[config.mk]
export PLATFORM = sky130hd
export DESIGN_NAME = esve_mac
export DESIGN_NICKNAME = d
export VERILOG_FILES = /design/src/rtl/exact_shapley_value_engine_unit_assert.svh /design/src/rtl/esve_pkg.sv /design/src/rtl/esve_mac.sv
export SDC_FILE = /design/constraint.sdc
export NUM_CORES = 2
export LEC_CHECK = 0
export ABC_CLOCK_PERIOD_IN_PS = 13600
export BUFFER_PORTS_ARGS = -buffer_cell sky130_fd_sc_hd__buf_2
export CAP_MARGIN = 20
export CORE_AREA = 2 2 292 409
export DETAILED_ROUTE_END_ITERATION = 16
export DIE_AREA = 0 0 294 411
export GPL_ROUTABILITY_DRIVEN = 0
export PLACE_DENSITY = 0.59
export SYNTH_ARGS = -nofsm -noshare
export SYNTH_HDL_FRONTEND = slang
export SYNTH_SLANG_ARGS = --single-unit
[constraint.sdc]
create_clock -name clk_i -period 13.6 [get_ports clk_i]
set_clock_uncertainty 0.05 [all_clocks]
set_input_delay 1.36 -clock clk_i [delete_from_list [all_inputs] [get_ports clk_i]]
set_output_delay 1.36 -clock clk_i [all_outputs]
set_load 0.01 [all_outputs]
[src/rtl/exact_shapley_value_engine_unit_assert.svh]
// Assertion macros shared by the RTL.
`ifndef EXACT_SHAPLEY_VALUE_ENGINE_UNIT_ASSERT_SVH
`define EXACT_SHAPLEY_VALUE_ENGINE_UNIT_ASSERT_SVH

// check that a implies c in the same cycle
`define ESVE_ASSERT_IMPLY(lbl, clk, rst_n, a, c) \
  lbl: assert property (@(posedge clk) disable iff (!rst_n) (a) |-> (c)) \
    else $error("esve assertion failed");

// check that a implies c in the next cycle
`define ESVE_ASSERT_NEXT(lbl, clk, rst_n, a, c) \
  lbl: assert property (@(posedge clk) disable iff (!rst_n) (a) |=> (c)) \
    else $error("esve assertion failed");

`endif

[src/rtl/esve_pkg.sv]
`timescale 1ns / 1ps
package esve_pkg;

  localparam logic FUNC_LOAD    = 1'b0;
  localparam logic FUNC_COMPUTE = 1'b1;

  typedef struct packed {
    logic clr;
    logic diff;
    logic mul;
    logic acc;
  } esve_mac_ctrl_t;

  function automatic logic [3:0] pop_count(input logic [11:0] x);
    logic [3:0] c;
    c = 4'd0;
    for (int b = 0; b < 12; b++) begin
      c = c + {3'd0, x[b]};
    end
    return c;
  endfunction

  // round(2^32 * s!(n-s-1)!/n!), symmetric in s and n-1-s
  function automatic logic [32:0] weight(input logic [3:0] n, input logic [3:0] s);
    logic [3:0]  j;
    logic [3:0]  k;
    logic [32:0] w;
    j = n - 4'd1 - s;
    k = (s < j) ? s : j;
    w = 33'd0;
    case (n)
      4'd1: w = 33'd4294967296;
      4'd2: w = 33'd2147483648;
      4'd3: w = (k == 4'd0) ? 33'd1431655765 : 33'd715827883;
      4'd4: w = (k == 4'd0) ? 33'd1073741824 : 33'd357913941;
      4'd5: begin
        case (k)
          4'd0: w = 33'd858993459;
          4'd1: w = 33'd214748365;
          default: w = 33'd143165577;
        endcase
      end
      4'd6: begin
        case (k)
          4'd0: w = 33'd715827883;
          4'd1: w = 33'd143165577;
          default: w = 33'd71582788;
        endcase
      end
      4'd7: begin
        case (k)
          4'd0: w = 33'd613566757;
          4'd1: w = 33'd102261126;
          4'd2: w = 33'd40904450;
          default: w = 33'd30678338;
        endcase
      end
      4'd8: begin
        case (k)
          4'd0: w = 33'd536870912;
          4'd1: w = 33'd76695845;
          4'd2: w = 33'd25565282;
          default: w = 33'd15339169;
        endcase
      end
      4'd9: begin
        case (k)
          4'd0: w = 33'd477218588;
          4'd1: w = 33'd59652324;
          4'd2: w = 33'd17043521;
          4'd3: w = 33'd8521761;
          default: w = 33'd6817408;
        endcase
      end
      4'd10: begin
        case (k)
          4'd0: w = 33'd429496730;
          4'd1: w = 33'd47721859;
          4'd2: w = 33'd11930465;
          4'd3: w = 33'd5113056;
          default: w = 33'd3408704;
        endcase
      end
      4'd11: begin
        case (k)
          4'd0: w = 33'd390451572;
          4'd1: w = 33'd39045157;
          4'd2: w = 33'd8676702;
          4'd3: w = 33'd3253763;
          4'd4: w = 33'd1859293;
          default: w = 33'd1549411;
        endcase
      end
      4'd12: begin
        case (k)
          4'd0: w = 33'd357913941;
          4'd1: w = 33'd32537631;
          4'd2: w = 33'd6507526;
          4'd3: w = 33'd2169175;
          4'd4: w = 33'd1084588;
          default: w = 33'd774706;
        endcase
      end
      default: w = 33'd0;
    endcase
    return w;
  endfunction

endpackage

[src/rtl/esve_mac.sv]
`timescale 1ns / 1ps
module esve_mac #(
  parameter int VALUE_BITS = 32
) (
  input  logic                         clk_i,
  input  logic                         rst_ni,
  input  esve_pkg::esve_mac_ctrl_t     ctrl_i,
  input  logic signed [31:0]           hi_i,
  input  logic signed [31:0]           lo_i,
  input  logic [32:0]                  weight_i,
  output logic signed [VALUE_BITS-1:0] credit_o
);
  import esve_pkg::*;

  localparam logic signed [47:0] SatHi = 48'((64'sd1 <<< (VALUE_BITS - 1)) - 64'sd1);
  localparam logic signed [47:0] SatLo = -SatHi - 48'sd1;

  logic signed [32:0] m_q;
  logic [32:0]        w_q;
  logic [65:0]        p_q;
  logic               neg_q;
  logic signed [63:0] acc_q;

  logic [32:0]        mag;
  logic signed [66:0] sp;
  logic signed [66:0] term;
  logic signed [63:0] rnd;
  logic signed [47:0] sh;

  assign mag  = m_q[32] ? 33'(-m_q) : 33'(m_q);
  assign sp   = neg_q ? -$signed({1'b0, p_q}) : $signed({1'b0, p_q});
  assign term = sp >>> 16;
  assign rnd  = acc_q + 64'sh8000;
  assign sh   = rnd[63:16];

  always_comb begin
    if (sh > SatHi) begin
      credit_o = VALUE_BITS'(SatHi);
    end else if (sh < SatLo) begin
      credit_o = VALUE_BITS'(SatLo);
    end else begin
      credit_o = VALUE_BITS'(sh);
    end
  end

  always_ff @(posedge clk_i) begin
    if (ctrl_i.diff) begin
      m_q <= 33'(hi_i) - 33'(lo_i);
      w_q <= weight_i;
    end
    if (ctrl_i.mul) begin
      p_q   <= 66'(mag) * 66'(w_q);
      neg_q <= m_q[32];
    end
  end

  always_ff @(posedge clk_i or negedge rst_ni) begin
    if (!rst_ni) begin
      acc_q <= 64'sd0;
    end else if (ctrl_i.clr) begin
      acc_q <= 64'sd0;
    end else if (ctrl_i.acc) begin
      acc_q <= acc_q + term[63:0];
    end
  end

endmodule

==> key figures <==
Status
  • Status: finished, final reports clean

Detailed routing
  • DR vias: 37399
  • Average wire per standard cell: 20.21 um
  • Routed WL: 140700 um
  • Number of remaining DRC errors: 0
  • Iteration count of the initial detailed-routing pass: 6
  • DRT iter0 DRCs: 2239
  • Via/cell ratio: 5.372
  • Remaining antenna violation count after routing: 0

Clock network
  • Clk_lat worst skew: 560 ps
  • CTS clock-pin slew for the worst setup and hold paths: 90 ps
  • CTS tree: yes
  • TritonCTS sink count: 197
  • # H-tree levels: 4
  • Hold-fix buffers, CTS: 0
  • Cell chosen for the clock root: clkbuf_16
  • Total CTS buffers: 17
  • CTS max path bufs: 2
  • Post-cts resize count: 0
  • Buffer count from post-CTS setup fixing: 0

Place
  • Post-Place Cells: 6929
  • Post-DP HPWL: about 110000 um
  • PortBufs: 134

STA
  • Worst rel slew slack: 35.55%
  • RSZ-0062 raised after global routing: false
  • Setup violations, final: 0
  • Maximum clock rate: 0.08509 GHz
  • Final Hold Fails: 0
  • Pins Over Slew Limit: 0
  • Clock period minus final worst setup slack: 11750 ps
  • Final period util: 86.41%
  • Final setup TNS: 0 ps
  • Worst-margin pin slew: 966.8 ps

Synthesis
  • Top-area cell type share of the netlist area: approximately two fifths
  • Mapped Cells: 5487
  • Sequential share of the synthesized area: about 11%
  • Distinct cells, synth: 76
  • Top post-synthesis cells by area: fa_1 38%, ha_1 9.1%, and2_1 8.6%
  • Synth Area in Compound Gates: 8.061%
  • Synth cell count leaders: 1028 x inv_1, 960 x fa_1, 687 x and2_1, 558 x nand2_1, 362 x ha_1
  • Yosys warning count: 0
  • Post-synth ARST share: approximately a third
  • Commonest register cell after synthesis: edfxtp_1
  • Number of synthesized register bits: 197
  • Post-synth EDFFs: between 100 and 150
  • Mux contribution to synthesized area: 1.043%
  • Adder-Cell Fraction of Synth Area: between 40% and 50%
  • Simple-Gate Fraction of Synth Area: 17.89%
  • Largest family of logic cells by synthesized area: adder cells
  • Post-Synth XOR/XNOR Area: between 4 and 5%
  • Largest area contributor in the netlist: fa_1
  • Syn_area_per_cell: 9.118 sq um
  • Syn_nets: 6912
  • Synth Cell Area: 50030 sq um
  • Most numerous cell in the Yosys netlist: inv_1

Cells and area
  • # nets final: 6863
  • Syn-to-layout area delta: 5.967%
  • Fraction of layout cells with a size suffix above 1: under 10%
  • Cell Count, Final, Fillers Out: between 6000 and 7000

Setup path
  • Largest stage delay on the critical path: 600 ps
  • Data required, critical path: 13840 ps
  • CP most frequent cell: fa_1
  • Setup crit end kind: register
  • CP max-delay cell: or4_1
  • Arrival time at the worst endpoint: 11990 ps
  • Startpoint types: register
  • CP Max Fanout: 33
  • Critical path class: register to register
  • R2R Setup Slk: 1850 ps

Floorplanning
  • Die Area: 120800 sq um
  • Overall die height: 411 um
  • Initial Util: a little over two fifths
  • Ports: approximately 140
  • Area of the core: 117300 sq um
  • Floorplan row count: ~150
  • Die Wd: about 300 um

Global route
  • Initial antenna violation count: 5
  • Largest net degree at the start of global routing: between 70 and 80
  • Gr usage total: approximately 24%
  • GRT overflow: 0
  • First-pass GRT wire length: 224200 um
  • Number of global-route vias before repair: approximately 40000

Run
  • Max-Cap Viols: 0

Worst hold path
  • HP Class: register to register
-- metal layers --
metal  wire length (um)  global-route usage, %
met5                  0                      0
met4               5752                  9.624
met3               8652                  3.386
met2              71020                  42.58
met1              55250                  29.51
-- through the flow --
| stage | worst slack, ps | hold WS, ps | area, sq um | utilization (%) |
|---|---|---|---|---|
| after floorplan | 2943 | 443.3 | 50030 | - |
| after detailed placement | 1878 | 473.2 | 52360 | 44.65 |
| after global placement | 1977 | 460.2 | 52360 | 44.65 |
| after CTS | 1863 | 494.2 | 53010 | 45.21 |
| after global routing | 1220 | 539.6 | 53010 | 45.21 |
| final | 1848 | 484.4 | 53010 | 45.21 |
-- area by class of cell --
| class | count | area, sq um |
|---|---|---|
| multi-input cells | 3979 | 39740 |
| well taps | 1510 | 1889 |
| inverters | 1030 | 3866 |
| diodes | 1 | 2.502 |
| flip-flops and latches | 197 | 5595 |
| clock buffers | 17 | 425.4 |
| clock inverters | 15 | 222.7 |
| repair buffers | 213 | 1269 |
| fillers | 11369 | 64250 |
-- registers in the layout, summed over array words and instances (netlist names) --
| register | flops |
|---|---|
| w_q | 33 |
| acc_q | 64 |
| neg_q | 1 |
| p_q | 66 |
| m_q | 33 |
-- cells by family after synthesis --
logic type      Yosys count
flops                   197
compound gates          631
mux                      52
xor+xnor                257
fa+ha+maj              1322
buf+inv                1311
simple gates           1717
-- cell usage in the layout, fill, tap and decap left out, types with 19 or more instances in the layout --
master | Yosys | routed
o21bai_1 | 29 | 29
mux2i_1 | 51 | 51
o21a_1 | 19 | 19
nand2_1 | 558 | 558
o21ai_0 | 150 | 149
nand2b_1 | 33 | 33
nand4_1 | 47 | 47
fa_1 | 960 | 960
and3_1 | 29 | 29
o31ai_1 | 28 | 28
a21o_1 | 108 | 108
nor3_1 | 23 | 23
or3_1 | 20 | 20
nand3_1 | 54 | 54
edfxtp_1 | 133 | 133
xor2_1 | 76 | 72
nor2_1 | 163 | 163
xnor2_1 | 181 | 155
xnor2_2 | 0 | 26
ha_1 | 362 | 362
and2_1 | 687 | 687
buf_4 | 0 | 81
a211oi_1 | 22 | 22
dfrtp_1 | 64 | 64
a21oi_1 | 165 | 164
inv_1 | 1028 | 1028
nor2b_1 | 30 | 30
buf_2 | 0 | 132
-- worst max-delay path: cells and delay by family (launching register included) --
| family | cells | cell delay (ps) |
|---|---|---|
| XOR/XNOR | 2 | 320 |
| AND/OR/NAND/NOR | 8 | 3280 |
| adder cells (fa/ha/maj) | 9 | 4370 |
| flip-flops | 1 | 460 |
| AO/OA/AOI/OAI | 9 | 2400 |
| buffers and inverters | 5 | 630 |
-- final timing paths --
| check | start | to | depth (start not counted) |
|---|---|---|---|
| max in group asynchronous | rst_ni | acc_q[2] | 2 |
| hold reg to reg | acc_q[8] | acc_q[8] | 2 |
| setup / recovery | m_q[4] | p_q[61] | 33 |
| setup reg to reg | m_q[4] | p_q[61] | 33 |
| hold / removal | acc_q[8] | acc_q[8] | 2 |
| min in group asynchronous | rst_ni | acc_q[58] | 2 |
Power is not shown: default switching activity piles up to over one toggle a cycle in this logic, so the estimate is an artifact.
